**src/hdl/lidsf_pkg.sv**
```systemverilog
package lidsf_pkg;

    // Field and datapath widths
    localparam int CW        = 16;   // config, coordinate width
    localparam int DW        = 17;   // offset-corrected coordinate
    localparam int PW        = 33;   // one 16x17 product
    localparam int UW        = 34;   // rotated vector before CORDIC
    localparam int XW        = 36;   // CORDIC x/y, covers the gain of ~1.65
    localparam int ZW        = 34;   // angle, radians x 2^30
    localparam int TABLE_LEN = 24;
    localparam int IDX_W     = 3;

    localparam logic signed [ZW-1:0] HALF_PI_Q30 = ZW'(64'sd1686629713);

    // atan(2^-i) x 2^30, truncated
    localparam logic [30:0] ATAN_Q30 [TABLE_LEN] = '{
        31'd843314856, 31'd497837829, 31'd263043836, 31'd133525158,
        31'd67021686,  31'd33543515,  31'd16775850,  31'd8388437,
        31'd4194282,   31'd2097149,   31'd1048575,   31'd524287,
        31'd262143,    31'd131071,    31'd65535,     31'd32767,
        31'd16383,     31'd8191,      31'd4095,      31'd2047,
        31'd1023,      31'd511,       31'd255,       31'd127
    };

    // Register indexes
    localparam logic [IDX_W-1:0] REG_OFFSET_X     = 3'd0;
    localparam logic [IDX_W-1:0] REG_OFFSET_Y     = 3'd1;
    localparam logic [IDX_W-1:0] REG_YAW_COS      = 3'd2;
    localparam logic [IDX_W-1:0] REG_YAW_SIN      = 3'd3;
    localparam logic [IDX_W-1:0] REG_FRONT_LOW    = 3'd4;
    localparam logic [IDX_W-1:0] REG_FRONT_HIGH   = 3'd5;
    localparam logic [IDX_W-1:0] REG_REAR_LOW     = 3'd6;
    localparam logic [IDX_W-1:0] REG_REAR_HIGH    = 3'd7;

    typedef struct packed {
        logic signed [CW-1:0] offset_x;
        logic signed [CW-1:0] offset_y;
        logic signed [CW-1:0] yaw_cos;
        logic signed [CW-1:0] yaw_sin;
        logic signed [CW-1:0] front_angle_low;
        logic signed [CW-1:0] front_angle_high;
        logic signed [CW-1:0] rear_angle_low;
        logic signed [CW-1:0] rear_angle_high;
    } t_cfg;

    // One item in flight through the CORDIC
    typedef struct packed {
        logic                 mode;
        logic signed [CW-1:0] px;
        logic signed [CW-1:0] py;
        logic signed [XW-1:0] x;
        logic signed [XW-1:0] y;
        logic signed [ZW-1:0] z;
    } t_cordic;

endpackage

```
**src/hdl/lidsf_cordic_stage.sv**
```systemverilog
module lidsf_cordic_stage #(
    parameter int SHIFT = 0
) (
    input  logic               i_clk,
    input  logic               i_rst_n,
    input  logic               i_valid,
    output logic               o_ready,
    input  lidsf_pkg::t_cordic i_data,
    output logic               o_valid,
    input  logic               i_ready,
    output lidsf_pkg::t_cordic o_data
);
    import lidsf_pkg::*;

    localparam logic signed [ZW-1:0] ATAN = {{(ZW-31){1'b0}}, ATAN_Q30[SHIFT]};

    logic                 r_vld;
    t_cordic              r_data, n_data;
    logic signed [XW-1:0] w_xs, w_ys;
    logic                 w_pos, w_neg;

    assign o_ready = !r_vld || i_ready;
    assign o_valid = r_vld;
    assign o_data  = r_data;

    // floor shifts
    assign w_xs  = i_data.x >>> SHIFT;
    assign w_ys  = i_data.y >>> SHIFT;
    assign w_neg = i_data.y[XW-1];
    assign w_pos = !i_data.y[XW-1] && (i_data.y != '0);

    always_comb begin
        n_data = i_data;
        if (w_pos) begin
            n_data.x = i_data.x + w_ys;
            n_data.y = i_data.y - w_xs;
            n_data.z = i_data.z + ATAN;
        end else if (w_neg) begin
            n_data.x = i_data.x - w_ys;
            n_data.y = i_data.y + w_xs;
            n_data.z = i_data.z - ATAN;
        end
    end

    always_ff @(posedge i_clk) begin
        if (!i_rst_n) begin
            r_vld <= 1'b0;
        end else if (o_ready) begin
            r_vld <= i_valid;
        end
    end

    always_ff @(posedge i_clk) begin
        if (o_ready && i_valid) begin
            r_data <= n_data;
        end
    end

endmodule

```
**config.mk**
```make
export PLATFORM = sky130hd
export DESIGN_NAME = lidsf_cordic_stage
export DESIGN_NICKNAME = d
export VERILOG_FILES = /design/src/hdl/lidsf_pkg.sv /design/src/hdl/lidsf_cordic_stage.sv
export SDC_FILE = /design/constraint.sdc
export NUM_CORES = 1
export LEC_CHECK = 0
export BUFFER_PORTS_ARGS = -buffer_cell sky130_fd_sc_hd__buf_2
export CAP_MARGIN = 20
export CORE_ASPECT_RATIO = 1.4
export CORE_MARGIN = 10
export CORE_UTILIZATION = 45
export DETAILED_ROUTE_END_ITERATION = 8
export PLACE_DENSITY = 0.71
export SETUP_SLACK_MARGIN = 0.15
export SYNTH_ARGS = -nofsm -noshare
export SYNTH_HDL_FRONTEND = slang
export SYNTH_SLANG_ARGS = --single-unit
```
**constraint.sdc**
```tcl
create_clock -name i_clk -period 9.7 [get_ports i_clk]
set_input_delay 1.455 -clock i_clk [delete_from_list [all_inputs] [get_ports i_clk]]
set_output_delay 1.455 -clock i_clk [all_outputs]
set_load 0.05 [all_outputs]
```
Word level (Yosys, flattened, before mapping)
Index checks and enable logic that the tools add are counted.
Word-level totals
  flip-flop bits (word level): 140
  output and inout bits: 141
  input bits: 143
  word-level logic and storage cells: 20
Cells by class
  reductions and logical operators: 6
  muxes and demuxes: 2
  add/sub/neg operators: 5
Operators by type and width (count)
  2-to-1 mux 106 bit: 2
  subtractor 36 bit: 2
  adder 36 bit: 1
  nonzero test 36 bit: 1
  adder 34 x 31 -> 34 bit, second input constant: 1
  subtractor 34 x 31 -> 34 bit, second input constant: 1
  logical AND 1 bit: 2
  zero test 1 bit: 2
  logical OR 1 bit: 1

Depth between registers and ports, before layout
  depth in word-level cells: 3
  mapped depth: 13
  depth with buffers taken out: 12

Worst setup path before layout
Ideal clock, no wire load.
  kind: in2reg
  start point: in i_ready
  end point: reg r_data (netlist bit o_data[0]), enable pin
  setup time: 0.514 ns
  setup slack: 4.011 ns
  cell stages on the path: 2
  data arrival time: 5.175 ns
  buffers on the path: 0
  required time: 9.186 ns
  path through: nand2b_1 > and2_1
Between the ends
  cells in the longest elaborated chain, start to end: 2
Ends and longest elaborated chain
  from (decl): RTL line lidsf_cordic_stage.sv:10  | input logic i_ready,
  logical OR 1 bit: RTL line lidsf_cordic_stage.sv:22  | assign o_ready = !r_vld || i_ready;
  logical AND 1 bit: RTL line lidsf_cordic_stage.sv:54  | if (o_ready && i_valid) begin
  to (signal assigned): RTL line lidsf_cordic_stage.sv:55  | r_data <= n_data;
  to (decl): RTL line lidsf_cordic_stage.sv:18  | t_cordic r_data, n_data;
No other way between the ends.
A chain may end at the register's enable or synchronous reset.

==> impl_metrics.tcl <==
set metrics [dict create \
    status "completed" \
    critPathArrivalTime_ps 4970 \
    ant_nets 0 \
    power.leakage_nw 6.38 \
    avgRoutedWirePerCell_um 23.8 \
    coreArea_mm2 0.0282 \
    cts-hold-fix-buffers 0 \
    fin_skew_ps 13.6 \
    ys_types 87 \
    clock_path_buffers 2 \
    async_flop_share_pct 0 \
    final_max_slew_viol_count 0 \
    synth_simple_gate_area_share_pct 14.4 \
    syn_area_mm2 0.0128 \
    h-tree-depth 4 \
    ys_seq_area_share_pct 32.7 \
    area_delta_synth_final_pct 17.6 \
    worstPathMaxFanout 14 \
    crit_chain "buf_2 > inv_1 > ha_1 > clkinv_1 > a21oi_1 > a31oi_1 > nor2_1 > a221oi_4 > a2111oi_0 > nor2_1 > xor2_1 > o22ai_1" \
    crit_top_cell "nor2_1" \
    period_needed_ps 4810 \
    fin_area_mm2 0.0151 \
    synth_xor_area_share_pct 3.96 \
    synthAdderAreaFrac_pct 10.9 \
    yosysTopAreaCell "edfxtp_1" \
    mostFrequentLayoutCell "buf_2" \
    die_x_um 163 \
    firstDrtPassIters 6 \
    cp-end-kind "flip-flop" \
    start_util_pct 45.4 \
    setup_tns_ps 0 \
    dpl_worst_slack_ps 4590 \
    die_area_mm2 0.0357 \
    final_cells 2131 \
    numCtsBuffers 17 \
    clkSinkCount 140 \
    place_congestion 0.991 \
    ys_ff_latch 140 \
    cpLargestDelayFamily "compound AO/OA/AOI/OAI gates" \
    syn-num-nets 1771 \
    start_kind "primary input" \
    crit_buf_inv 3 \
    ioPinCount 284 \
    io_buffers 283 \
    synth_top_family_by_area "compound AO/OA/AOI/OAI gates" \
    synth_compound_area_share_pct 31.2 \
    cp_slowest_cell "a2111oi_0" \
    final_cell_mix "buf_2, a21oi_1, edfxtp_1" \
    cts_tree "built" \
    cpPeakStageDelay_ps 730 \
    vias_per_cell 6.25 \
    fp.dieH_um 220 \
    synth.mux.area_fraction_pct 0.556 \
    rsz0062_at_grt "no" \
    first_global_vias 12900 \
    worstMarginPinSlew_ps 1100 \
    synth_edf_count 139 \
    worstPathRequired_ps 9860 \
    fin_ws_ps 4890 \
    synth_cells 1518 \
    synth_warnings 0 \
    fin_nets 1995 \
    worst_hold_path_type "flip-flop to flip-flop" \
    max_slew_margin_pct 26.3 \
    grt_pass1_wl_um 75700 \
    antenna_found_initial 0 \
    fin_crit_sh_pct 49.6 \
    synthFlopType "edfxtp_1" \
    dpl-instance-area_mm2 0.0144 \
    fmaxAchievable_mhz 208 \
    overflow 0 \
    drv_cap 0 \
    syn_area_per_cell_um2 8.45 \
    finalSetupViolCount 0 \
    dp_hpwl_um 39300 \
    cts_resized 0 \
    synth.area.top_cells "edfxtp_1, ha_1, a21oi_1" \
    finalWirelength_um 50700 \
    clk_pin_slew_ps 60 \
    hold_viol 0 \
    vdd_drop_max_mv 0.129 \
    route.detailed.drc 0 \
    grt_max_degree 78 \
    vias 13300 \
    layout-drive-gt1-share_pct 20.6 \
    crit_type "primary input to flip-flop" \
    global_route.usage.total_pct 27.2 \
    p_per_area_mw_per_mm2 159 \
    clock-root-buffer "clkbuf_16" \
    clkLatencyLatePin_ps 460 \
    yosysTopAreaCellShare_pct 32.6 \
    placed_cells 2098 \
    fin_util_pct 53.4 \
    rows 73 \
    drt_iter0_markers 1202 \
    post-cts-setup-buffers 0 \
]
## cell families (layout without fill, tap and decap cells)
logic type	Yosys count	count (layout)
flip-flops	140	140
AND/OR/NAND/NOR	393	393
adder cells (fa/ha/maj)	110	110
XOR/XNOR	58	58
AO/OA/AOI/OAI	602	602
buffers and inverters	208	445
multiplexers	7	7
other	0	1
## final timing paths
kind / startpoint / cells past startpoint / slack (ps) / to
worst max-delay path: i_data[48] / 12 / 4890 / o_data[69]$_DFFE_PP_
worst min-delay path: o_valid$_SDFFE_PN0N_ / 2 / 540 / o_valid$_SDFFE_PN0N_
worst max register to register: o_valid$_SDFFE_PN0N_ / 3 / 7210 / o_data[91]$_DFFE_PP_
worst min register to register: o_valid$_SDFFE_PN0N_ / 2 / 540 / o_valid$_SDFFE_PN0N_
## sequential cells by signal (all words and copies together), names as in the netlist
| register | cells |
|---|---|
| o_valid | 1 |
| o_data | 139 |
## per-layer routing
layer | part of all wire (%) | vias to the layer above | GRT usage [%]
met1 | 38 | 6322 | 30.5
met4 | 5.3 | 0 | 15.0
met3 | 7.9 | 156 | 5.32
met2 | 49 | 724 | 47.5
li1 | - | 6115 | -
met5 | 0 | - | 0
## Yosys cell counts, drive strengths merged, types with 17 or more instances
cell type and instances:
nand4 20, nand2 105, inv 116, a21o 23, buf 24, a211oi 25, nor3 30, nand3 26
o21a 22, a221oi 24, xnor2 45, nor4 25, o21ai 116, o21bai 35, nor2 125, edfxtp 139
o22ai 23, a21oi 194, clkbuf 62, o31ai 17, ha 107
## worst reg2reg max path: cells and delay by family, from the launching register on
kind	cells	cell delay [ps]
simple gates	2	820
flops	1	310
buf+inv	1	920
## power breakdown
part           switching, mW  internal (mW)  leakage [nW]
clock                  0.296          0.435         0.312
combinational          0.655          0.259          4.72
sequential            0.0140          0.745          1.35
## through the flow
| stage | hold WS (ps) | power (mW) |
|---|---|---|
| after floorplan | 1150 | 1.41 |
| after global placement | 517 | 1.67 |
| after detailed placement | 545 | 1.67 |
| after CTS | 551 | 2.40 |
| after global routing | 589 | 2.50 |
| final | 541 | 2.40 |
## cell type report
cell class | count | area (µm²)
Timing Repair Buffer | 291 | 1480
Clock buffer | 17 | 425
Tap cell | 375 | 469
Fill cell | 2724 | 13100
Antenna cell | 1 | 2.50
Clock inverter | 15 | 210
Inverter | 122 | 458
Multi-Input combinational cell | 1170 | 7840
Sequential cell | 140 | 4190
Power figures use the tool's default switching activity.
