### config.mk
export PLATFORM = sky130hd
export DESIGN_NAME = lidsf_window
export DESIGN_NICKNAME = d
export VERILOG_FILES = /design/src/hdl/lidsf_pkg.sv /design/src/hdl/lidsf_window.sv
export SDC_FILE = /design/constraint.sdc
export NUM_CORES = 1
export LEC_CHECK = 0
export BUFFER_PORTS_ARGS = -buffer_cell sky130_fd_sc_hd__buf_2
export CORE_AREA = 3 3 117 119
export CTS_CLUSTER_DIAMETER = 150
export DETAILED_ROUTE_END_ITERATION = 10
export DIE_AREA = 0 0 120 122
export GPL_ROUTABILITY_DRIVEN = 0
export GPL_TIMING_DRIVEN = 1
export SYNTH_ARGS = -nofsm -noshare
export SYNTH_HDL_FRONTEND = slang
export SYNTH_SLANG_ARGS = --single-unit
### constraint.sdc
create_clock -name i_clk -period 4.4 [get_ports i_clk]
set_input_delay 0.66 -clock i_clk [delete_from_list [all_inputs] [get_ports i_clk]]
set_output_delay 0.66 -clock i_clk [all_outputs]
set_load 0.02 [all_outputs]
### src/hdl/lidsf_pkg.sv
package lidsf_pkg;

    // Field and datapath widths
    localparam int CW        = 16;   // config, coordinate width
    localparam int DW        = 17;   // offset-corrected coordinate
    localparam int PW        = 33;   // one 16x17 product
    localparam int UW        = 34;   // rotated vector before CORDIC
    localparam int XW        = 36;   // CORDIC x/y, covers the gain of ~1.65
    localparam int ZW        = 34;   // angle, radians x 2^30
    localparam int TABLE_LEN = 24;
    localparam int IDX_W     = 3;

    localparam logic signed [ZW-1:0] HALF_PI_Q30 = ZW'(64'sd1686629713);

    // atan(2^-i) x 2^30, truncated
    localparam logic [30:0] ATAN_Q30 [TABLE_LEN] = '{
        31'd843314856, 31'd497837829, 31'd263043836, 31'd133525158,
        31'd67021686,  31'd33543515,  31'd16775850,  31'd8388437,
        31'd4194282,   31'd2097149,   31'd1048575,   31'd524287,
        31'd262143,    31'd131071,    31'd65535,     31'd32767,
        31'd16383,     31'd8191,      31'd4095,      31'd2047,
        31'd1023,      31'd511,       31'd255,       31'd127
    };

    // Register indexes
    localparam logic [IDX_W-1:0] REG_OFFSET_X     = 3'd0;
    localparam logic [IDX_W-1:0] REG_OFFSET_Y     = 3'd1;
    localparam logic [IDX_W-1:0] REG_YAW_COS      = 3'd2;
    localparam logic [IDX_W-1:0] REG_YAW_SIN      = 3'd3;
    localparam logic [IDX_W-1:0] REG_FRONT_LOW    = 3'd4;
    localparam logic [IDX_W-1:0] REG_FRONT_HIGH   = 3'd5;
    localparam logic [IDX_W-1:0] REG_REAR_LOW     = 3'd6;
    localparam logic [IDX_W-1:0] REG_REAR_HIGH    = 3'd7;

    typedef struct packed {
        logic signed [CW-1:0] offset_x;
        logic signed [CW-1:0] offset_y;
        logic signed [CW-1:0] yaw_cos;
        logic signed [CW-1:0] yaw_sin;
        logic signed [CW-1:0] front_angle_low;
        logic signed [CW-1:0] front_angle_high;
        logic signed [CW-1:0] rear_angle_low;
        logic signed [CW-1:0] rear_angle_high;
    } t_cfg;

    // One item in flight through the CORDIC
    typedef struct packed {
        logic                 mode;
        logic signed [CW-1:0] px;
        logic signed [CW-1:0] py;
        logic signed [XW-1:0] x;
        logic signed [XW-1:0] y;
        logic signed [ZW-1:0] z;
    } t_cordic;

endpackage

### src/hdl/lidsf_window.sv
module lidsf_window (
    input  logic                            i_clk,
    input  logic                            i_rst_n,
    input  lidsf_pkg::t_cfg                 i_cfg,
    input  logic                            i_valid,
    output logic                            o_ready,
    input  lidsf_pkg::t_cordic              i_data,
    output logic                            o_valid,
    input  logic                            i_ready,
    output logic                            o_out_mode,
    output logic signed [lidsf_pkg::CW-1:0] o_out_x,
    output logic signed [lidsf_pkg::CW-1:0] o_out_y
);
    import lidsf_pkg::*;

    logic                 r_vld, r_mode;
    logic signed [CW-1:0] r_x, r_y;
    logic signed [CW-1:0] w_lo16, w_hi16;
    logic signed [ZW-1:0] w_lo, w_hi;
    logic                 w_keep;

    // mode 0 checks the rear window, mode 1 the front one
    assign w_lo16 = i_data.mode ? i_cfg.front_angle_low  : i_cfg.rear_angle_low;
    assign w_hi16 = i_data.mode ? i_cfg.front_angle_high : i_cfg.rear_angle_high;
    // Q13 bounds to Q30
    assign w_lo   = {w_lo16[CW-1], w_lo16, 17'b0};
    assign w_hi   = {w_hi16[CW-1], w_hi16, 17'b0};
    assign w_keep = (i_data.z >= w_lo) && (i_data.z <= w_hi);

    assign o_ready    = !r_vld || i_ready;
    assign o_valid    = r_vld;
    assign o_out_mode = r_mode;
    assign o_out_x    = r_x;
    assign o_out_y    = r_y;

    always_ff @(posedge i_clk) begin
        if (!i_rst_n) begin
            r_vld <= 1'b0;
        end else if (o_ready) begin
            r_vld <= i_valid && w_keep;
        end
    end

    always_ff @(posedge i_clk) begin
        if (o_ready && i_valid && w_keep) begin
            r_mode <= i_data.mode;
            r_x    <= i_data.px;
            r_y    <= i_data.py;
        end
    end

endmodule

; ---- After elaboration in Yosys (flattened, before gate mapping)
; Cells that the tools add are included.
[op_classes]
mux = 2
order_cmp = 2
reduce_logical = 6
[op_table]
columns = operator, n
row1 = >= comparator 34 x 33 -> 1 bit, 1
row2 = less-or-equal comparator 34 x 33 -> 1 bit, 1
row3 = two-way mux 16 bit, 2
row4 = logical AND 1 bit, 4
row5 = logical NOT 1 bit, 1
row6 = logical OR 1 bit, 1
[word_totals]
wordCells = 14
regBits = 34
input_bits = 271

; ---- Logic depth before layout (Yosys ltp)
[logic_depth]
ltp_word = 4
ltp_mapped = 10
mapped_depth_nobuf = 8

; ---- Worst setup path after synthesis
; No wires, ideal clock.
[synth_timing]
kind = input -> register
startpoint = input i_data[138] in the netlist's numbering
endpoint = register r_mode (netlist: o_out_mode), enable pin
arrival_time_ns = 3.653
path_slack_ns = 0.359
required_ns = 4.012
cell_stages = 9
n_path_buf = 2
path_cell_list = clkbuf_1 > clkbuf_1 > mux2i_1 > ha_1 > nand4_2 > or4_1 > nor4_1 > a31o_2 > o211a_1
[synth_between]
elab_chain_cells = 4
word_cells_on_any_way = 6
cone_classes = 2 x order compare / 2 x mux / 2 x reduce/logical
[synth_lines]
columns = element, line
row1 = start: declaration, lidsf_window.sv:7  ; input lidsf_pkg::t_cordic i_data,
row2 = two-way mux 16 bit (on tied branches), "lidsf_window.sv:23, lidsf_window.sv:24"
row3 = >= comparator 34 x 33 -> 1 bit / less-or-equal comparator 34 x 33 -> 1 bit (equally long branches), lidsf_window.sv:28  ; assign w_keep = (i_data.z >= w_lo) && (i_data.z <= w_hi);
row4 = logical AND 1 bit *, lidsf_window.sv:28
row5 = logical AND 1 bit *, lidsf_window.sv:45  ; if (o_ready && i_valid && w_keep) begin
row6 = end signal: assignment, lidsf_window.sv:46  ; r_mode <= i_data.mode;
row7 = end: declaration, lidsf_window.sv:16  ; logic r_vld, r_mode;
; Every way passes the cells marked *; elsewhere a longest branch is shown, timed or not.
; A chain may end at the register's enable or synchronous reset.

; ---- Worst setup path after layout
[layout_timing]
startpoint = input i_data[138] in the netlist's numbering
endpoint = register r_y[13] (netlist: o_out_y[13]), enable pin
[layout_between]
elab_chain_cells = 4
word_cells_on_any_way = 6
cone_classes = 2 x order compare / 2 x mux / 2 x reduce/logical
[layout_lines]
columns = element, line
row1 = two-way mux 16 bit (on tied branches), "lidsf_window.sv:23, lidsf_window.sv:24"
row2 = >= comparator 34 x 33 -> 1 bit / less-or-equal comparator 34 x 33 -> 1 bit (equally long branches), lidsf_window.sv:28
row3 = logical AND 1 bit *, lidsf_window.sv:28
row4 = logical AND 1 bit *, lidsf_window.sv:45
row5 = end signal: assignment, lidsf_window.sv:48  ; r_y <= i_data.py;
row6 = end: declaration, lidsf_window.sv:17  ; logic signed [CW-1:0] r_x, r_y;
; Marks and branches as above.

==> results.toml <==
[clocking]
cts.sinks = 34
cts_setup_buffers = 0
insertion_delay_ps = 270
clkTransAtPathRegs_ps = 50
ctsResizeCount = 0
cts.htree.levels = 2
clockRootBuffer = "clkbuf_16"
cts_buffers = 5
clock_path_buffers = 2
tritoncts = "yes"
postCtsHoldBufs = 0

[global_routing]
antenna_found_initial = 1
grt_pass1_wl_microns = 11000
grt_pass1_vias = 2182
grt_max_degree = 34
overflow = 0
grt_util_all_layers = 0.0979

[synth]
synthFlopType = "edfxtp_1"
postSynthCellCount = 173
ys_warn_count = 0
syn-num-nets = 478
ys_seq_elements = 34
async_flop_share = 0
ys_seq_area_frac = 0.462
synth_edf_count = 33
avgSynthCellArea_sq_um = 12.6
synth_largest_area_cell = "edfxtp_1"
synth_area_leaders = "edfxtp_1 45%, ha_1 19%, mux2i_1 14%"
syn_area_sq_mm = 0.00219
synth_top_area_share = 0.453
yosysUniqueCellTypes = 32

[route]
vias = 2077
wl_microns = 7480
drt_pre_antenna_iters = 4
avgRoutedWirePerCell_microns = 14.4
ant_nets = 0
drt_iter0_drc = 44
avgViaCountPerCell = 3.99
drc_errors = 0

[placement]
io_buffers = 169
dp_hpwl_microns = 6590
dp.cells = 513

[final_layout]
mostFrequentLayoutCells = "169 x buf_2, 34 x ha_1, 33 x edfxtp_1"
drive_gt1_frac = 0.530
multi_input_area_sq_mm = 0.00115
final_common_cell = "buf_2"
fill_cells = 1350
layout.cells.non_filler = 521
syn2layout_area_growth_pct = 56.3
antenna_cells = 0
seq_area_sq_mm = 0.00101
fin_nets = 653

[timing]
clock_skew_ps = 4.21
post-route-period-util = 0.808
fmax_ghz = 0.281
period_minus_slack_ps = 3550
setup_tns_ps = 0
relSlewSlack = 0.671
setup_viol = 0
slew_viol_final = 0
final-hold-violation-count = 0
rsz0062_at_grt = "false"
tightest_slew_ps = 489

[power]
power_density_mw_per_mm2 = 295
ir_drop_v = 0.000109
p_leak_nw = 1.66

[die]
ios = 306
start_util = 0.173
die_y_microns = 122
core.rowCount = 41
die_w_microns = 120
core_area_sq_mm = 0.0127
die_area_sq_mm = 0.0146

[setup_path]
rr_worst_depth = 3
worstPathMaxFanout = 33
critPathCaptureType = "flip-flop"
crit_type = "in -> reg"
crit_arrival_ps = 3480
rrSetupSlack_ps = 3040
required_ps = 4320
startpoint_type = "input port"

[job]
cap_viol_max_count = 0

[outcome]
status = "completed"

[worst_hold_path]
holdPathStages = 2
worstHoldPathType = "reg -> reg"
==> cells by family (layout without fill, tap and decap cells) <==
| logic type | Yosys count | count (layout) | share of synthesized area |
|---|---|---|---|
| multiplexers | 32 | 32 | 0.148 |
| flip-flops | 34 | 34 | 0.462 |
| AND/OR/NAND/NOR | 35 | 35 | 0.0910 |
| adder cells (fa/ha/maj) | 34 | 34 | 0.195 |
| buffers and inverters | 8 | 184 | 0.0137 |
| AO/OA/AOI/OAI | 30 | 30 | 0.0910 |
==> worst paths after layout <==
check	start	endpoint
max	i_data[138]	o_out_y[13]
min	o_valid	o_valid
max reg2reg	o_valid	o_out_y[13]
min reg2reg	o_valid	o_valid
==> flip-flops by register name, indices dropped and copies added (netlist names) <==
| signal | flops |
|---|---|
| o_out_mode | 1 |
| o_out_x | 16 |
| o_out_y | 16 |
| o_valid | 1 |
==> worst max-delay path, stage by stage <==
cell and delay [ps]:
buf_2 370, mux2i_1 360, ha_1 230, nand4_2 160
or4_1 580, nor4_1 380, a31o_2 180, o211a_1 140
buf_4 380
==> cell usage after synthesis (all sizes together) (2+ instances only) <==
library cell  instances
or4                   4
nand2                 8
nor3                  2
nor4                  5
inv                   4
a21o                  2
edfxtp               33
o21ai                 5
a21oi                11
clkbuf                4
nor2                  4
a211oi                2
nand4                 8
o21bai                2
mux2                  2
mux2i                30
ha                   34
==> through the flow <==
stage	total power [mW]	setup slack (ps)	hold WS [ps]	utilization	area [sq um]
2_1_floorplan	0.522	359	731	-	2190
3_3_place_gp	0.632	501	548	0.257	3260
3_5_place_dp	0.638	496	558	0.257	3260
4_1_cts	1.03	765	552	0.270	3420
5_1_grt	1.07	626	551	0.270	3420
6_report	1.01	845	556	0.270	3420
==> area by class of cell <==
class / instances / share of cell area
Multi-Input combinational cell: 131 / 0.335
Sequential cell: 34 / 0.296
Timing Repair Buffer: 172 / 0.254
Tap cell: 172 / 0.0630
Clock buffer: 7 / 0.0388
Clock inverter: 1 / 0.00878
Inverter: 4 / 0.00439
==> routing by layer <==
layer	routed length, microns	up-vias	GRT usage
met5	11	-	0
met4	114	2	0.0272
met3	863	12	0.0390
met2	3490	121	0.169
met1	3000	896	0.113
li1	-	1046	-
==> power breakdown <==
| part | total, mW | internal (mW) | switching (mW) |
|---|---|---|---|
| sequential | 0.388 | 0.383 | 0.00514 |
| combinational | 0.238 | 0.109 | 0.129 |
| clock | 0.382 | 0.267 | 0.115 |
| total | 1.01 | 0.760 | 0.249 |
Note: power is estimated with default switching activity, not from simulation.
