<file path="config.mk">
export PLATFORM = sky130hd
export DESIGN_NAME = lidsf_front
export DESIGN_NICKNAME = d
export VERILOG_FILES = /design/src/hdl/lidsf_pkg.sv /design/src/hdl/lidsf_front.sv
export SDC_FILE = /design/constraint.sdc
export NUM_CORES = 2
export LEC_CHECK = 0
export ABC_AREA = 1
export BUFFER_PORTS_ARGS = -buffer_cell sky130_fd_sc_hd__buf_2
export CAP_MARGIN = 5
export CORE_ASPECT_RATIO = 0.6
export CORE_MARGIN = 2
export CORE_UTILIZATION = 40
export CTS_CLUSTER_SIZE = 24
export DETAILED_ROUTE_END_ITERATION = 10
export GPL_ROUTABILITY_DRIVEN = 0
export HOLD_SLACK_MARGIN = 0.03
export SETUP_SLACK_MARGIN = 0.2
export SYNTH_ARGS = -nofsm -noshare
export SYNTH_HDL_FRONTEND = slang
export SYNTH_SLANG_ARGS = --single-unit
</file>
<file path="constraint.sdc">
create_clock -name i_clk -period 6.6 [get_ports i_clk]
set_input_delay 0.33 -clock i_clk [delete_from_list [all_inputs] [get_ports i_clk]]
set_output_delay 0.33 -clock i_clk [all_outputs]
set_load 0.01 [all_outputs]
</file>
<file path="src/hdl/lidsf_pkg.sv">
package lidsf_pkg;

    // Field and datapath widths
    localparam int CW        = 16;   // config, coordinate width
    localparam int DW        = 17;   // offset-corrected coordinate
    localparam int PW        = 33;   // one 16x17 product
    localparam int UW        = 34;   // rotated vector before CORDIC
    localparam int XW        = 36;   // CORDIC x/y, covers the gain of ~1.65
    localparam int ZW        = 34;   // angle, radians x 2^30
    localparam int TABLE_LEN = 24;
    localparam int IDX_W     = 3;

    localparam logic signed [ZW-1:0] HALF_PI_Q30 = ZW'(64'sd1686629713);

    // atan(2^-i) x 2^30, truncated
    localparam logic [30:0] ATAN_Q30 [TABLE_LEN] = '{
        31'd843314856, 31'd497837829, 31'd263043836, 31'd133525158,
        31'd67021686,  31'd33543515,  31'd16775850,  31'd8388437,
        31'd4194282,   31'd2097149,   31'd1048575,   31'd524287,
        31'd262143,    31'd131071,    31'd65535,     31'd32767,
        31'd16383,     31'd8191,      31'd4095,      31'd2047,
        31'd1023,      31'd511,       31'd255,       31'd127
    };

    // Register indexes
    localparam logic [IDX_W-1:0] REG_OFFSET_X     = 3'd0;
    localparam logic [IDX_W-1:0] REG_OFFSET_Y     = 3'd1;
    localparam logic [IDX_W-1:0] REG_YAW_COS      = 3'd2;
    localparam logic [IDX_W-1:0] REG_YAW_SIN      = 3'd3;
    localparam logic [IDX_W-1:0] REG_FRONT_LOW    = 3'd4;
    localparam logic [IDX_W-1:0] REG_FRONT_HIGH   = 3'd5;
    localparam logic [IDX_W-1:0] REG_REAR_LOW     = 3'd6;
    localparam logic [IDX_W-1:0] REG_REAR_HIGH    = 3'd7;

    typedef struct packed {
        logic signed [CW-1:0] offset_x;
        logic signed [CW-1:0] offset_y;
        logic signed [CW-1:0] yaw_cos;
        logic signed [CW-1:0] yaw_sin;
        logic signed [CW-1:0] front_angle_low;
        logic signed [CW-1:0] front_angle_high;
        logic signed [CW-1:0] rear_angle_low;
        logic signed [CW-1:0] rear_angle_high;
    } t_cfg;

    // One item in flight through the CORDIC
    typedef struct packed {
        logic                 mode;
        logic signed [CW-1:0] px;
        logic signed [CW-1:0] py;
        logic signed [XW-1:0] x;
        logic signed [XW-1:0] y;
        logic signed [ZW-1:0] z;
    } t_cordic;

endpackage

</file>
<file path="src/hdl/lidsf_front.sv">
module lidsf_front (
    input  logic                        i_clk,
    input  logic                        i_rst_n,
    input  lidsf_pkg::t_cfg             i_cfg,
    input  logic                        i_valid,
    output logic                        o_ready,
    input  logic                        i_mode,
    input  logic signed [lidsf_pkg::CW-1:0] i_point_x,
    input  logic signed [lidsf_pkg::CW-1:0] i_point_y,
    output logic                        o_valid,
    input  logic                        i_ready,
    output lidsf_pkg::t_cordic          o_data
);
    import lidsf_pkg::*;

    // stage 1: offset subtract
    logic                 r_vld1, r_mode1;
    logic signed [CW-1:0] r_px1, r_py1;
    logic signed [DW-1:0] r_dx1, r_dy1;
    // stage 2: products
    logic                 r_vld2, r_mode2;
    logic signed [CW-1:0] r_px2, r_py2;
    logic signed [PW-1:0] r_cdx2, r_sdy2, r_cdy2, r_sdx2;
    // stage 3: rotated vector
    logic                 r_vld3, r_mode3;
    logic signed [CW-1:0] r_px3, r_py3;
    logic signed [UW-1:0] r_u3, r_v3;
    // stage 4: quadrant pre-rotation
    logic                 r_vld4;
    t_cordic              r_data4, n_data4;

    logic w_rdy1, w_rdy2, w_rdy3, w_rdy4;
    logic signed [PW-1:0] w_c, w_s, w_dx, w_dy;
    logic signed [XW-1:0] w_u, w_v;

    assign w_rdy4  = !r_vld4 || i_ready;
    assign w_rdy3  = !r_vld3 || w_rdy4;
    assign w_rdy2  = !r_vld2 || w_rdy3;
    assign w_rdy1  = !r_vld1 || w_rdy2;
    assign o_ready = w_rdy1;
    assign o_valid = r_vld4;
    assign o_data  = r_data4;

    assign w_c  = PW'(i_cfg.yaw_cos);
    assign w_s  = PW'(i_cfg.yaw_sin);
    assign w_dx = PW'(r_dx1);
    assign w_dy = PW'(r_dy1);

    assign w_u = XW'(r_u3);
    assign w_v = XW'(r_v3);

    always_comb begin
        n_data4.mode = r_mode3;
        n_data4.px   = r_px3;
        n_data4.py   = r_py3;
        n_data4.x    = w_u;
        n_data4.y    = w_v;
        n_data4.z    = '0;
        if (w_u < 0) begin
            if (w_v >= 0) begin
                n_data4.x = w_v;
                n_data4.y = -w_u;
                n_data4.z = HALF_PI_Q30;
            end else begin
                n_data4.x = -w_v;
                n_data4.y = w_u;
                n_data4.z = -HALF_PI_Q30;
            end
        end
    end

    always_ff @(posedge i_clk) begin
        if (!i_rst_n) begin
            r_vld1 <= 1'b0;
            r_vld2 <= 1'b0;
            r_vld3 <= 1'b0;
            r_vld4 <= 1'b0;
        end else begin
            if (w_rdy1) r_vld1 <= i_valid;
            if (w_rdy2) r_vld2 <= r_vld1;
            if (w_rdy3) r_vld3 <= r_vld2;
            if (w_rdy4) r_vld4 <= r_vld3;
        end
    end

    always_ff @(posedge i_clk) begin
        if (w_rdy1 && i_valid) begin
            r_mode1 <= i_mode;
            r_px1   <= i_point_x;
            r_py1   <= i_point_y;
            r_dx1   <= DW'(i_point_x) - DW'(i_cfg.offset_x);
            r_dy1   <= DW'(i_point_y) - DW'(i_cfg.offset_y);
        end
        if (w_rdy2 && r_vld1) begin
            r_mode2 <= r_mode1;
            r_px2   <= r_px1;
            r_py2   <= r_py1;
            r_cdx2  <= w_c * w_dx;
            r_sdy2  <= w_s * w_dy;
            r_cdy2  <= w_c * w_dy;
            r_sdx2  <= w_s * w_dx;
        end
        if (w_rdy3 && r_vld2) begin
            r_mode3 <= r_mode2;
            r_px3   <= r_px2;
            r_py3   <= r_py2;
            if (r_mode2) begin
                // second-sensor point: raw vector scaled to match the rotation gain
                r_u3 <= UW'(r_px2) <<< 14;
                r_v3 <= UW'(r_py2) <<< 14;
            end else begin
                r_u3 <= UW'(r_cdx2) + UW'(r_sdy2);
                r_v3 <= UW'(r_cdy2) - UW'(r_sdx2);
            end
        end
        if (w_rdy4 && r_vld3) begin
            r_data4 <= n_data4;
        end
    end

endmodule

</file>
### Word-level counts from Yosys, hierarchy flattened

Index checks and enable logic that the tools add are counted.

* mux-type cells: 4
* $lt $le $gt $ge: 2
* reductions and logical operators: 12
* multiply operators: 4
* $add $sub $neg: 6

Operator list (number)
* 106-bit two-way mux: 2
* 16-bit by 17-bit multiplier with 33-bit output: 4
* 34-bit negator with 36-bit output: 2
* 34-bit two-way mux: 2
* 33-bit by 33-bit adder with 34-bit output: 1
* 34-bit by 1-bit >= comparator with 1-bit output, second input constant: 1
* 34-bit by 1-bit less-than comparator with 1-bit output, second input constant: 1
* 16-bit by 16-bit subtractor with 17-bit output: 2
* 33-bit by 33-bit subtractor with 34-bit output: 1
* 1-bit logical AND: 4
* 1-bit logical NOT: 4
* 1-bit logical OR: 4

* bits in registers: 476
* output and inout port bits: 141

### Logic depth before layout (Yosys ltp)

* word-level depth: 6
* gate-level depth with buffers: 27
* gate-level depth less buffers: 25

### Worst setup path after synthesis

Ideal clock, no wire load.

* kind: input port to flip-flop
* start: in i_cfg[83] in the netlist's numbering
* end: reg r_cdy2[30] (data pin)
* stages: 22
* library setup time: 0.252 ns
* slack: 0.934 ns
* arrival time: 5.414 ns
* data required time: 6.348 ns
* cells stage by stage: clkbuf_1 clkbuf_1 nand2_1 inv_1 fa_1 fa_1 fa_1 fa_1 fa_1 inv_1 fa_1 inv_1 ha_1 nand2_1 inv_1 nand2_1 nand2_1 a211o_1 a21oi_1 nand2_1 nand2_1 nand2_1

* cells in the longest elaborated chain, start to end: 1

RTL lines
* start: declaration: line lidsf_front.sv:4 `input lidsf_pkg::t_cfg i_cfg,`
* 16-bit by 17-bit multiplier with 33-bit output: line lidsf_front.sv:100 `r_cdy2 <= w_c * w_dy;`
* end signal: assignment: line lidsf_front.sv:100
* end: declaration: line lidsf_front.sv:23 `logic signed [PW-1:0] r_cdx2, r_sdy2, r_cdy2, r_sdx2;`

No other way between the ends.
A chain may end at the register's enable or synchronous reset.

### Worst setup path after layout

* start: reg r_dx1[16]
* end: reg r_sdx2[27] (data pin)

* cells in the longest elaborated chain, start to end: 1

RTL lines
* start: declaration: line lidsf_front.sv:19 `logic signed [DW-1:0] r_dx1, r_dy1;`
* start signal: assignment: line lidsf_front.sv:91 `r_dx1 <= DW'(i_point_x) - DW'(i_cfg.offset_x);`
* 16-bit by 17-bit multiplier with 33-bit output: line lidsf_front.sv:101 `r_sdx2 <= w_s * w_dx;`
* end signal: assignment: line lidsf_front.sv:101
* end: declaration: line lidsf_front.sv:23

No other way between the ends.

==> metrics.txt <==
reg2reg start r_dx1[16]; FFs w/ async S/R, synth 0%; Synth top area share 33.3%; Hold Vio Cnt, Final 0; top-count cell post-synth inv_1; CTS clk-pin slew, worst paths 0.07 ns; GRT met3 Usage 8.40%; Slew Limit Headroom 26.8%; initial core utilization 40.5%; GR met1 Demand/Resource 38.6%; PnR worst setup slack 0.359 ns; Antenna Nets Post-Route 0; clk buf depth 3; most used routing layer met1; synthesis-to-layout area growth 9.27%; Boundary Pins 306; period utilization 94.6%; Initial DRC Count 5817; PortBufs 241; EDFF count, synth 441; Most used DFF post-synth edfxtp_1; CTS tree done; setup TNS 0 ns; clock skew 0.0678 ns; Tmin final 6.24 ns; Max Fclk 160 MHz; register area 0.0133 mm2; Die Area 0.170 mm2; Area after DPL 0.0708 mm2; drt total wl 210000 um; WL/cell 20.2 um; Crit-path slowest cell fa_2; Yosys top cell by area fa_1; area of the multi-input gates 0.0441 mm2; WHS 0.127 ns; total number of yosys warnings 0; cell count after synthesis 7994; ranking of synthesized cells by area fa_1 33%, edfxtp_1 20%, inv_1 12%; ANT cells 0; Slew Viols, Final 0; Post-Syn Area 0.0666 mm2; grt met2 use 33.8%; Worst-Margin Slew 1.09 ns; Setup crit start r_dx1[16]; Remaining DRCs 0; Cell Chain, Critical Path buf_12 -> nand2_1 -> inv_1 -> fa_1 -> buf_4 -> fa_2 -> buf_4 -> fa_1 -> fa_1 -> fa_1 -> inv_1 -> fa_1 -> inv_1 -> ha_2 -> nand2_1 -> nor2_1 -> inv_1 -> nor2_1 -> nand3_1 -> nand4_1 -> xor2_1; Tot GR Track Use 25.0%; Fill cells 16300; first-pass GRT wire length 321000 um; crit end category register; via/cell ratio 5.04; status finished clean; final setup vio count 0; share of layout cells above drive strength 1 6.68%; CP dominant cell by count fa_1; CTS Buf Count 41; WP data arrival 6.58 ns; Sink Count 445; synth unique cells 54; Synth Register Bits 445; worst hold path startpoint i_point_x[1]; DPL Wire Length 174000 um; drt first pass iters 7; Skew-Pair Late Insertion Delay 0.66 ns; htree depth 2; DIE WIDTH 531 um; largest net degree at the start of global routing 75; register area share after synthesis 20.0%; CP Launch Type register; maximum net fanout on the critical path 17; Final #Nets 9879; row count 115; Vias 52500; largest stage delay on the critical path 0.59 ns; # Max-Cap Violations 0; core box area 0.165 mm2; type of the most critical hold path in2reg; synthesized area per cell 8.33 um2; die height 320 um; Commonest cells post-synth 2125 x inv_1, 1942 x nand2_1, 1108 x fa_1; worst path required time 6.94 ns; Place WS 0.238 ns; CP Class reg2reg; initial antenna violation count 13; CTS root buf clkbuf_16; RSZ-0062 raised after global routing yes; vias in the first global route 52600; design area 0.0728 mm2; total grt overflow 0
[flip-flops by register name (all words and copies together) (netlist names), 33 cells and up]
signal,flops
r_sdx2,33
r_cdy2,33
r_sdy2,33
r_v3,34
r_cdx2,33
r_u3,34
o_data,108
[placed cells by master, fill, tap and decap left out, drive strengths merged, types with 10 or more instances in the layout]
master / instances
a21boi: 14
clkinv: 18
nor2: 408
nand3: 247
buf: 393
a21oi: 281
dlygate4sd3: 35
fa: 1108
xnor2: 72
o21bai: 30
o21a: 18
a21o: 24
nand3b: 16
clkbuf: 45
inv: 2135
xor2: 135
nand4: 62
edfxtp: 441
nor4: 12
nor3: 57
ha: 436
o211ai: 10
nand2: 1957
o21ai: 203
[path summary, 6_finish.rpt]
path	end	slack (ns)	cells past startpoint
worst max-delay path	r_sdx2[27]	0.36	21
worst min-delay path	r_px1[1]	0.13	1
worst max register to register	r_sdx2[27]	0.36	21
worst min register to register	r_px2[1]	0.38	0
[per-layer routing]
metal	wire length, um	part of all wire (%)
met4	3900	1.9
met1	95700	46
met3	29000	14
met2	81600	39
met5	13	0.0062
[metrics by stage]
step	std cells	util (%)
after floorplan	7995	-
after detailed placement	10300	43.0
after global routing	10400	44.2
final	10400	44.2
after global placement	10300	43.0
after CTS	10400	44.1
[final cells by class]
class                      instances  share of cell area (%)
clock buffer                      45                    1.43
clock inverter                    30                   0.471
inverter                        2131                    11.0
multi-input combinational       5123                    60.6
sequential                       445                    18.3
tap                             2223                    3.82
timing repair buffer             428                    4.34
[critical path: cells and delay by family, from the launching register on]
kind	cells	cell delay, ns
xor+xnor	1	0.44
flops	1	0.43
buf+inv	7	0.83
fa+ha+maj	7	3.47
simple gates	6	0.77
[timing repair]
action                     in CTS  in global routing
resized for setup               0                 20
hold buffers                   35                  0
hold endpoints to repair       36                  0
buffers inserted                0                 10
setup endpoints to repair       0                 31
[cell families after synthesis]
kind of cell | synth area share (%)
other cells | 0.00563
compound gates | 4.98
buf+inv | 13.9
simple gates | 16.9
fa+ha+maj | 41.5
xor+xnor | 2.72
flops | 20.0
Power is not shown: default switching activity piles up to over one toggle a cycle in this logic, so the estimate is an artifact.
