==> src/hdl/lidsf_pkg.sv <==
package lidsf_pkg;

    // Field and datapath widths
    localparam int CW        = 16;   // config, coordinate width
    localparam int DW        = 17;   // offset-corrected coordinate
    localparam int PW        = 33;   // one 16x17 product
    localparam int UW        = 34;   // rotated vector before CORDIC
    localparam int XW        = 36;   // CORDIC x/y, covers the gain of ~1.65
    localparam int ZW        = 34;   // angle, radians x 2^30
    localparam int TABLE_LEN = 24;
    localparam int IDX_W     = 3;

    localparam logic signed [ZW-1:0] HALF_PI_Q30 = ZW'(64'sd1686629713);

    // atan(2^-i) x 2^30, truncated
    localparam logic [30:0] ATAN_Q30 [TABLE_LEN] = '{
        31'd843314856, 31'd497837829, 31'd263043836, 31'd133525158,
        31'd67021686,  31'd33543515,  31'd16775850,  31'd8388437,
        31'd4194282,   31'd2097149,   31'd1048575,   31'd524287,
        31'd262143,    31'd131071,    31'd65535,     31'd32767,
        31'd16383,     31'd8191,      31'd4095,      31'd2047,
        31'd1023,      31'd511,       31'd255,       31'd127
    };

    // Register indexes
    localparam logic [IDX_W-1:0] REG_OFFSET_X     = 3'd0;
    localparam logic [IDX_W-1:0] REG_OFFSET_Y     = 3'd1;
    localparam logic [IDX_W-1:0] REG_YAW_COS      = 3'd2;
    localparam logic [IDX_W-1:0] REG_YAW_SIN      = 3'd3;
    localparam logic [IDX_W-1:0] REG_FRONT_LOW    = 3'd4;
    localparam logic [IDX_W-1:0] REG_FRONT_HIGH   = 3'd5;
    localparam logic [IDX_W-1:0] REG_REAR_LOW     = 3'd6;
    localparam logic [IDX_W-1:0] REG_REAR_HIGH    = 3'd7;

    typedef struct packed {
        logic signed [CW-1:0] offset_x;
        logic signed [CW-1:0] offset_y;
        logic signed [CW-1:0] yaw_cos;
        logic signed [CW-1:0] yaw_sin;
        logic signed [CW-1:0] front_angle_low;
        logic signed [CW-1:0] front_angle_high;
        logic signed [CW-1:0] rear_angle_low;
        logic signed [CW-1:0] rear_angle_high;
    } t_cfg;

    // One item in flight through the CORDIC
    typedef struct packed {
        logic                 mode;
        logic signed [CW-1:0] px;
        logic signed [CW-1:0] py;
        logic signed [XW-1:0] x;
        logic signed [XW-1:0] y;
        logic signed [ZW-1:0] z;
    } t_cordic;

endpackage

==> src/hdl/lidsf_cfg.sv <==
module lidsf_cfg (
    input  logic                           i_clk,
    input  logic                           i_rst_n,
    input  logic                           i_cfg_valid,
    output logic                           o_cfg_ready,
    input  logic [lidsf_pkg::IDX_W-1:0]    i_cfg_index,
    input  logic [lidsf_pkg::CW-1:0]       i_cfg_data,
    output lidsf_pkg::t_cfg                o_cfg
);
    import lidsf_pkg::*;

    t_cfg r_cfg;

    assign o_cfg_ready = 1'b1;
    assign o_cfg       = r_cfg;

    always_ff @(posedge i_clk) begin
        if (!i_rst_n) begin
            r_cfg.offset_x         <= 16'sd0;
            r_cfg.offset_y         <= 16'sd0;
            r_cfg.yaw_cos          <= 16'sd16384;
            r_cfg.yaw_sin          <= 16'sd0;
            r_cfg.front_angle_low  <= -16'sd25736;
            r_cfg.front_angle_high <= 16'sd25736;
            r_cfg.rear_angle_low   <= -16'sd25736;
            r_cfg.rear_angle_high  <= 16'sd25736;
        end else if (i_cfg_valid) begin
            unique case (i_cfg_index)
                REG_OFFSET_X:   r_cfg.offset_x         <= i_cfg_data;
                REG_OFFSET_Y:   r_cfg.offset_y         <= i_cfg_data;
                REG_YAW_COS:    r_cfg.yaw_cos          <= i_cfg_data;
                REG_YAW_SIN:    r_cfg.yaw_sin          <= i_cfg_data;
                REG_FRONT_LOW:  r_cfg.front_angle_low  <= i_cfg_data;
                REG_FRONT_HIGH: r_cfg.front_angle_high <= i_cfg_data;
                REG_REAR_LOW:   r_cfg.rear_angle_low   <= i_cfg_data;
                REG_REAR_HIGH:  r_cfg.rear_angle_high  <= i_cfg_data;
                default:        r_cfg                  <= r_cfg;
            endcase
        end
    end

endmodule

==> config.mk <==
export PLATFORM = sky130hd
export DESIGN_NAME = lidsf_cfg
export DESIGN_NICKNAME = d
export VERILOG_FILES = /design/src/hdl/lidsf_pkg.sv /design/src/hdl/lidsf_cfg.sv
export SDC_FILE = /design/constraint.sdc
export NUM_CORES = 1
export LEC_CHECK = 0
export ABC_AREA = 1
export BUFFER_PORTS_ARGS = -buffer_cell sky130_fd_sc_hd__buf_2
export CORE_UTILIZATION = 29
export CTS_CLUSTER_SIZE = 14
export DETAILED_ROUTE_END_ITERATION = 10
export HOLD_SLACK_MARGIN = 0.03
export SLEW_MARGIN = 10
export SYNTH_ARGS = -nofsm -noshare
export SYNTH_HDL_FRONTEND = slang
export SYNTH_SLANG_ARGS = --single-unit
==> constraint.sdc <==
create_clock -name i_clk -period 2.61 [get_ports i_clk]
set_input_delay 0.261 -clock i_clk [delete_from_list [all_inputs] [get_ports i_clk]]
set_output_delay 0.261 -clock i_clk [all_outputs]
set_load 0.005 [all_outputs]
After elaboration in Yosys (flattened, before gate mapping)
Index checks and enable logic that the tools add are counted.
- flip-flop bits (word level): 128
- input port bits: 22
- output and inout port bits: 129
- word-level logic and storage cells: 24
- equal/unequal tests: 7
- reductions and logical operators: 9
- operators with widths (operator ; count):
    $reduce_and A2 Y1 ; 8
    $eq A3 B3 Y1 const B ; 4
    $eq A3 B2 Y1 const B ; 2
    $eq A3 B1 Y1 const B ; 1
    $logic_not A3 Y1 ; 1

Logic depth before layout (Yosys ltp)
Gate-level depths: netlist of the first run.
- word-level depth: 2
- mapped depth: 6
- mapped depth without buffers: 5

Least setup slack after synthesis of the first run
OpenSTA, ideal clock, no wires.
- kind: input to register
- start: input i_cfg_index[0] in the netlist's numbering
- end: register r_cfg (netlist bit o_cfg[119])
- library setup time: 0.064 ns
- arrival: 0.963 ns
- required time: 2.546 ns
- slack: 1.583 ns
- cell stages on the path: 6
- path buffers: 1
- cell sequence: inv_1 > nand2_1 > nor2_4 > buf_4 > nor2_1 > nor2_1
- cells in the longest elaborated chain, start to end: 2
- RTL lines (item ; RTL line ; RTL):
    from (decl) ; lidsf_cfg.sv:6 ; input logic [lidsf_pkg::IDX_W-1:0] i_cfg_index,
    $logic_not A3 Y1 ; lidsf_cfg.sv:28 ; unique case (i_cfg_index)
    $reduce_and A2 Y1 (no source line) ; -- ;
    to (signal assigned) ; lidsf_cfg.sv:37 ; default: r_cfg <= r_cfg;
    to (decl) ; lidsf_cfg.sv:12 ; t_cfg r_cfg;
Every way passes these cells.
A chain may end at the register's enable or synchronous reset.

Final worst setup path of the first run
- start: register r_cfg (netlist bit o_cfg[40])
- end: output o_cfg[40] in the netlist's numbering
- RTL lines (item ; RTL line ; RTL):
    to (decl) ; lidsf_cfg.sv:8 ; output lidsf_pkg::t_cfg o_cfg
No word-level cell between the ends.

==> out/qor.json, run 1 <==
{
  "fin_total_pwr": {"value": 0.00486, "unit": "W"},
  "cts_tree": {"value": "yes"},
  "fin_worst_skew": {"value": 0, "unit": "ns"},
  "ff2ff_path_depth": {"value": 2},
  "grt_overflow": {"value": 0},
  "synth_edf_count": {"value": 0},
  "clock_latency": {"value": 0.41, "unit": "ns"},
  "syn_to_final_growth": {"value": 28.9, "unit": "%"},
  "buffer_ports.inserted": {"value": 149},
  "postCtsSetupBuffers": {"value": 0},
  "synthDominantCellAreaShare": {"value": 51.1, "unit": "%"},
  "post_route_cells_drive_above_1_share": {"value": 24.0, "unit": "%"},
  "antenna_found_initial": {"value": 0},
  "cp_data_required_time": {"value": 2.35, "unit": "ns"},
  "finalCoreUtilization": {"value": 38.7, "unit": "%"},
  "critical_path.reg2reg.startpoint": {"value": "o_cfg[95]$_SDFFE_PN0P_"},
  "clock_path_buffers": {"value": 2},
  "drt_iter0_drc": {"value": 359},
  "cts_inserted_buffers": {"value": 17},
  "delay_of_the_slowest_cell_on_the_worst_path": {"value": 0.37, "unit": "ns"},
  "top_level_ports": {"value": 151},
  "tritoncts_num_sinks": {"value": 128},
  "layout.filler_cells": {"value": 1837},
  "timing.final.ws_setup": {"value": 1.43, "unit": "ns"},
  "yosys-top-cells-count": {"value": "199 x nor2_1, 174 x nand2_1, 128 x dfxtp_1"},
  "synth.most_common_cell": {"value": "nor2_1"},
  "hold_path.class": {"value": "in -> reg"},
  "ys_top_cells_by_area": {"value": "dfxtp_1 51%, nor2_1 15%, nand2_1 13%, nand3_1 12%, nor2_4 1.8%"},
  "antenna-diode-count": {"value": 0},
  "final_number_of_max_transition_violations": {"value": 0},
  "outcome": {"value": "finished clean"},
  "worst_margin_slew": {"value": 0.747, "unit": "ns"},
  "die_area": {"value": 17800, "unit": "um2"},
  "chipHeight": {"value": 133, "unit": "um"},
  "timing.critical_path.buf_inv": {"value": 1},
  "antenna_violating_nets_post_route": {"value": 0},
  "power.static_leakage": {"value": 3.13, "unit": "nW"},
  "synth.cell_area": {"value": 5010, "unit": "um2"},
  "drt_drc_violations_left": {"value": 0},
  "num_vias": {"value": 4736},
  "net_count_after_synthesis": {"value": 718},
  "dp_slack": {"value": 0.996, "unit": "ns"},
  "cts_resized": {"value": 0},
  "cp-startpoint": {"value": "o_cfg[40]$_SDFFE_PN0P_"},
  "power_per_cell_area": {"value": 752, "unit": "nW/um2"},
  "r2r_slack": {"value": 2.00, "unit": "ns"},
  "worst-setup-path-type": {"value": "reg -> out"},
  "yosysWarningCount": {"value": 0},
  "routedWlPerCell": {"value": 15.4, "unit": "um"},
  "grt_setup_unrepaired": {"value": "false"},
  "placement.cell_area": {"value": 5860, "unit": "um2"},
  "flip_flop_and_latch_count_after_synthesis": {"value": 128},
  "max_cap_violations": {"value": 0},
  "worstPathCellList": {"value": "buf_2"},
  "grt_start_max_net_pins": {"value": 70},
  "postSynthCellCount": {"value": 696},
  "setup_viol": {"value": 0},
  "grt.total_usage": {"value": 19.0, "unit": "%"},
  "finalWirelength": {"value": 16400, "unit": "um"},
  "crit-reg2reg-capture": {"value": "o_cfg[95]$_SDFFE_PN0P_"},
  "post_synth.cell_area_avg": {"value": 7.20, "unit": "um2"},
  "worst_path_max_delay_cell": {"value": "dfxtp_1"},
  "fin_area": {"value": 6460, "unit": "um2"},
  "crit_arrival": {"value": 0.92, "unit": "ns"},
  "yosysSeqAreaShare": {"value": 51.1, "unit": "%"},
  "kind_of_cell_with_the_highest_combined_delay_on_the_critical_path": {"value": "flip-flops"},
  "initial_core_util": {"value": 30.0, "unit": "%"},
  "clockRootBuffer": {"value": "clkbuf_16"},
  "share_of_synthesized_flip_flops_with_an_asynchronous_set_or_reset": {"value": 0, "unit": "%"},
  "cts_max_level": {"value": 4},
  "routed_via_density": {"value": 4.46},
  "worst_setup_hold_path_clk_slew": {"value": 0.06, "unit": "ns"},
  "cp-endpoint": {"value": "o_cfg[40]"},
  "cts_hold_buf": {"value": 0},
  "horizontal_die_dimension": {"value": 133, "unit": "um"},
  "ys_types": {"value": 16},
  "final_setup_tns": {"value": 0, "unit": "ns"},
  "period_minus_slack": {"value": 1.18, "unit": "ns"},
  "synth_largest_area_cell": {"value": "dfxtp_1"},
  "worst_setup_path_start_kind": {"value": "register"},
  "worstSetupPathDepth": {"value": 1},
  "place_hpwl": {"value": 10600, "unit": "um"},
  "fmax": {"value": 847, "unit": "MHz"},
  "routabilityCongestion": {"value": 0.732},
  "timing_hold_violations_final": {"value": 0},
  "maxSlewHeadroom": {"value": 50.2, "unit": "%"},
  "grt_pass1_wl": {"value": 24900, "unit": "um"},
  "worst-path-max-fanout": {"value": 2},
  "dr.pass1.iters": {"value": 4},
  "postSynth.topFlopCell": {"value": "dfxtp_1"},
  "final_net_count": {"value": 852},
  "finalCritPeriodShare": {"value": 45.2, "unit": "%"},
  "end_kind": {"value": "output pin"},
  "irDropWorstVdd": {"value": 0.000432, "unit": "V"},
  "flip_flop_count_of_the_largest_register_after_layout": {"value": 128},
  "first_global_vias": {"value": 4186},
  "coreArea": {"value": 16700, "unit": "um2"},
  "placement_rows": {"value": 47}
}
-- cell type report --
class / instances / area [um2] / area share, %
Timing Repair Buffer: 154 / 798 / 12.4
Multi-Input combinational cell: 506 / 2140 / 33.2
Clock inverter: 9 / 106 / 1.65
Tap cell: 220 / 275 / 4.26
Clock buffer: 23 / 488 / 7.56
Inverter: 23 / 86.3 / 1.34
Sequential cell: 128 / 2560 / 39.7
-- cell families after synthesis --
family                 after synthesis  synth area share, %
buffers and inverters               62                 6.12
AND/OR/NAND/NOR                    505                 42.7
flip-flops                         128                 51.1
other                                1               0.0748
-- per-stage QoR --
stage               cells  hold WS (ns)
floorplan             696         0.374
global placement     1031         0.437
CTS                  1063        0.0584
detailed placement   1031         0.441
global route         1063        0.0584
finish               1063        0.0706
-- worst min path at each step --
stage	from	endpoint	slack [ns]	cells past startpoint
after floorplan	i_cfg_data[3]	o_cfg[51]$_SDFFE_PN1P_	0.37	2
after global placement	o_cfg[20]$_SDFFE_PN1P_	o_cfg[20]$_SDFFE_PN1P_	0.44	2
after detailed placement	o_cfg[19]$_SDFFE_PN1P_	o_cfg[19]$_SDFFE_PN1P_	0.44	2
after CTS	i_cfg_data[5]	o_cfg[53]$_SDFFE_PN1P_	0.06	3
after global routing	i_cfg_data[5]	o_cfg[53]$_SDFFE_PN1P_	0.06	3
final	i_cfg_data[5]	o_cfg[53]$_SDFFE_PN1P_	0.07	3
-- where the power goes --
group / leakage, nW / internal (W) / switching (W)
clock network: 0.285 / 0.00150 / 0.000873
logic: 1.81 / 0.000139 / 0.000282
registers: 1.04 / 0.00202 / 0.0000360
-- routing by layer --
layer	vias to the layer above	share of wire, %	wire [um]	GRT usage [%]
met2	139	46	7520	28.8
met1	2147	47	7640	25.5
met4	0	1.4	224	6.31
met3	16	6.0	979	5.90
met5	-	0	0	0
li1	2434	-	-	-
-- layout by cell type, fill, tap and decap left out --
cell,instances
nand2_4,1
clkbuf_8,4
nor2_4,8
nor2_2,2
conb_1,1
inv_1,20
inv_2,3
buf_4,5
clkbuf_16,17
buf_12,1
bufinv_16,2
nand2_2,3
buf_2,148
nor2_1,199
nand3_1,117
nand2_1,174
dfxtp_1,128
clkinv_2,3
clkinvlp_4,3
nor2_8,1
clkinv_4,1
clkbuf_1,2
(Power assumes the default switching activity.)
==> run 2: changes to the inputs <==
- clock period: 2.61 -> 0.95 ns (I/O delays scaled with it)
==> out/qor.json, run 2 (synthesis gave the netlist of run 1 again) <==
{
  "delay_of_the_slowest_cell_on_the_worst_path": {"value": 0.37, "unit": "ns", "change": "about the same"},
  "timing_hold_violations_final": {"value": 0, "change": "unchanged"},
  "hold_path.class": {"value": "in -> reg"},
  "buffer_ports.inserted": {"value": 149, "change": "unchanged"},
  "final_setup_tns": {"value": -0.147, "unit": "ns", "change": "-0.147 ns"},
  "final_number_of_max_transition_violations": {"value": 0, "change": "unchanged"},
  "grt_pass1_wl": {"value": 25800, "unit": "um", "change": "+3.3%"},
  "fin_worst_skew": {"value": 0, "unit": "ns", "change": "unchanged"},
  "max_cap_violations": {"value": 0, "change": "unchanged"},
  "antenna-diode-count": {"value": 0, "change": "unchanged"},
  "setup_viol": {"value": 17, "change": "+17"},
  "post_route_cells_drive_above_1_share": {"value": 42.4, "unit": "%", "change": "+18 points"},
  "routed_via_density": {"value": 4.48, "change": "+0.52%"},
  "initial_core_util": {"value": 30.0, "unit": "%", "change": "unchanged"},
  "met1_track_demand_over_resource": {"value": 24.6, "unit": "%", "change": "-0.89 points"},
  "cp_data_required_time": {"value": 0.85, "unit": "ns", "change": "-1.50 ns"},
  "fmax": {"value": 1010, "unit": "MHz"},
  "worstPathCellList": {"value": "buf_6"},
  "power.combinational.fraction": {"value": 10.3, "unit": "%", "change": "+1.6 points"},
  "first_global_vias": {"value": 4656, "change": "+11%"},
  "power_per_cell_area": {"value": 1900, "unit": "nW/um2", "change": "+150%"},
  "flip_flop_count_of_the_largest_register_after_layout": {"value": 128, "change": "unchanged"},
  "worst_setup_hold_path_clk_slew": {"value": 0.06, "unit": "ns", "change": "about the same"},
  "antenna_violating_nets_post_route": {"value": 0, "change": "unchanged"},
  "clock_path_buffers": {"value": 2, "change": "unchanged"},
  "cts_inserted_buffers": {"value": 17, "change": "unchanged"},
  "grtUsageMet3": {"value": 5.78, "unit": "%", "change": "-0.11 points"},
  "fin_total_pwr": {"value": 0.0148, "unit": "W", "change": "+200%"},
  "place_hpwl": {"value": 11200, "unit": "um", "change": "+5.5%"},
  "kind_of_cell_with_the_highest_combined_delay_on_the_critical_path": {"value": "flip-flops"},
  "finalCritPeriodShare": {"value": 104, "unit": "%"},
  "irDropWorstVdd": {"value": 0.00127, "unit": "V", "change": "+190%"},
  "grt_overflow": {"value": 0, "change": "unchanged"},
  "period_minus_slack": {"value": 0.987, "unit": "ns"},
  "switchingPower": {"value": 0.00342, "unit": "W", "change": "+190%"},
  "net_switching_share_of_the_total_power": {"value": 23.2, "unit": "%", "change": "-1.4 points"},
  "worst_hold_path.num_cells": {"value": 4, "change": "+1"},
  "power_frac_seq": {"value": 38.6, "unit": "%", "change": "-3.8 points"},
  "num_vias": {"value": 5047, "change": "+6.6%"},
  "placement_rows": {"value": 47, "change": "unchanged"},
  "grt_start_max_net_pins": {"value": 52, "change": "-26%"},
  "grt.busiest_layer": {"value": "met2"},
  "end_kind": {"value": "output pin"},
  "most-common-layout-cells": {"value": "199 x nor2_1, 174 x nand2_1, 128 x dfxtp_2, 117 x nand3_1, 104 x buf_2"},
  "worstSetupPathDepth": {"value": 1, "change": "unchanged"},
  "routedWlPerCell": {"value": 14.8, "unit": "um", "change": "-3.6%"},
  "worst-path-max-fanout": {"value": 2, "change": "unchanged"},
  "die_area": {"value": 17800, "unit": "um2", "change": "unchanged"},
  "routabilityCongestion": {"value": 0.742, "change": "+1.4%"},
  "worst_path_max_delay_cell": {"value": "dfxtp_2"},
  "crit_arrival": {"value": 0.89, "unit": "ns", "change": "-0.03 ns"},
  "clock_latency": {"value": 0.42, "unit": "ns", "change": "about the same"},
  "coreArea": {"value": 16700, "unit": "um2", "change": "unchanged"},
  "grt_util_met2": {"value": 31.0, "unit": "%", "change": "+2.2 points"},
  "share_clk_of_total_power": {"value": 51.0, "unit": "%", "change": "+2.1 points"},
  "grt.total_usage": {"value": 19.3, "unit": "%", "change": "+0.34 points"},
  "horizontal_die_dimension": {"value": 133, "unit": "um", "change": "unchanged"},
  "internal_power": {"value": 0.0114, "unit": "W", "change": "+210%"},
  "drt_drc_violations_left": {"value": 0, "change": "unchanged"},
  "worst-setup-path-type": {"value": "reg -> out"},
  "ff2ff_path_depth": {"value": 3, "change": "+1"},
  "grt_setup_unrepaired": {"value": "true"},
  "chipHeight": {"value": 133, "unit": "um", "change": "unchanged"},
  "layout_commonest_cell": {"value": "nor2_1"},
  "power.static_leakage": {"value": 3.65, "unit": "nW", "change": "+17%"},
  "layout.filler_cells": {"value": 1687, "change": "-8.2%"},
  "top_level_ports": {"value": 151, "change": "unchanged"},
  "outcome": {"value": "finished with violations"},
  "finalWirelength": {"value": 16700, "unit": "um", "change": "+2.2%"},
  "drt_iter0_drc": {"value": 350, "change": "-2.5%"},
  "worst_setup_path_start_kind": {"value": "register"},
  "dr.pass1.iters": {"value": 4, "change": "unchanged"},
  "clockRootBuffer": {"value": "clkbuf_16"},
  "tritoncts_num_sinks": {"value": 128, "change": "unchanged"},
  "timing.critical_path.buf_inv": {"value": 1, "change": "unchanged"},
  "cts_max_level": {"value": 4, "change": "unchanged"},
  "syn_to_final_growth": {"value": 55.0, "unit": "%"},
  "antenna_found_initial": {"value": 0, "change": "unchanged"},
  "cts_tree": {"value": "yes"},
  "violations": {"value": "negative setup slack"},
  "final_net_count": {"value": 916, "change": "+7.5%"},
  "timing.final.ws_setup": {"value": -0.0365, "unit": "ns", "change": "-1.47 ns"}
}
[run 2: cell count changes in the layout (fill, tap and decap cells not counted), moves of 4 or more]
cell / delta
buf_12: +21
buf_2: -44
buf_4: +29
buf_6: +45
bufinv_16: +4
dfxtp_1: -128
dfxtp_2: +128
dlygate4sd3_1: +13
[run 2: final timing paths]
path | to | slack, ns | from
worst max-delay path | o_cfg[41] | -0.04 | o_cfg[41]$_SDFFE_PN0P_
worst min-delay path | o_cfg[51]$_SDFFE_PN1P_ | 0.08 | i_cfg_data[3]
worst max register to register | o_cfg[100]$_SDFFE_PN0P_ | 0.25 | o_cfg[100]$_SDFFE_PN0P_
worst min register to register | o_cfg[19]$_SDFFE_PN1P_ | 0.45 | o_cfg[19]$_SDFFE_PN1P_
[run 2: final cells by class]
| class | count | area (um2) | share of cell area [%] |
|---|---|---|---|
| clock buffer | 19 | 453 | 5.83 |
| clock inverter | 13 | 234 | 3.01 |
| inverter | 23 | 86.3 | 1.11 |
| multi-input combinational | 506 | 2140 | 27.6 |
| sequential | 128 | 2720 | 35.1 |
| tap | 220 | 275 | 3.54 |
| timing repair buffer | 218 | 1850 | 23.9 |
[run 2: stage by stage]
step	area, um2	setup slack [ns]	cells	utilization, %	hold slack, ns
3_3_place_gp	6440	-0.0968	1073	38.6	0.333
6_report	7770	-0.0365	1127	46.5	0.0757
2_1_floorplan	5010	0.0893	696	-	0.208
4_1_cts	7600	-0.0437	1123	45.5	0.0694
3_5_place_dp	6440	-0.122	1073	38.6	0.336
5_1_grt	7770	-0.0604	1127	46.5	0.0843
[run 2: power groups by stage]
stage / clock network (W) / logic (W) / registers (W)
2_1_floorplan: 0 / 0.000667 / 0.00578
3_3_place_gp: 0 / 0.00139 / 0.00577
3_5_place_dp: 0 / 0.00141 / 0.00577
4_1_cts: 0.00769 / 0.00150 / 0.00570
5_1_grt: 0.00793 / 0.00168 / 0.00573
6_report: 0.00755 / 0.00153 / 0.00571
[run 2: what timing repair did]
item                                    in CTS  in global routing
endpoints found under the hold margin       23                  0
resized for setup                          148                 27
buffers inserted                             5                  4
endpoints found under the setup margin     128                132
hold buffers                                13                  0
gates cloned                                 0                  0
[run 2: layer usage]
metal  vias up  wire [um]
met5         -          0
met4         0        279
met3        17       1070
met2       146       7910
met1      2316       7460
li1       2568          -
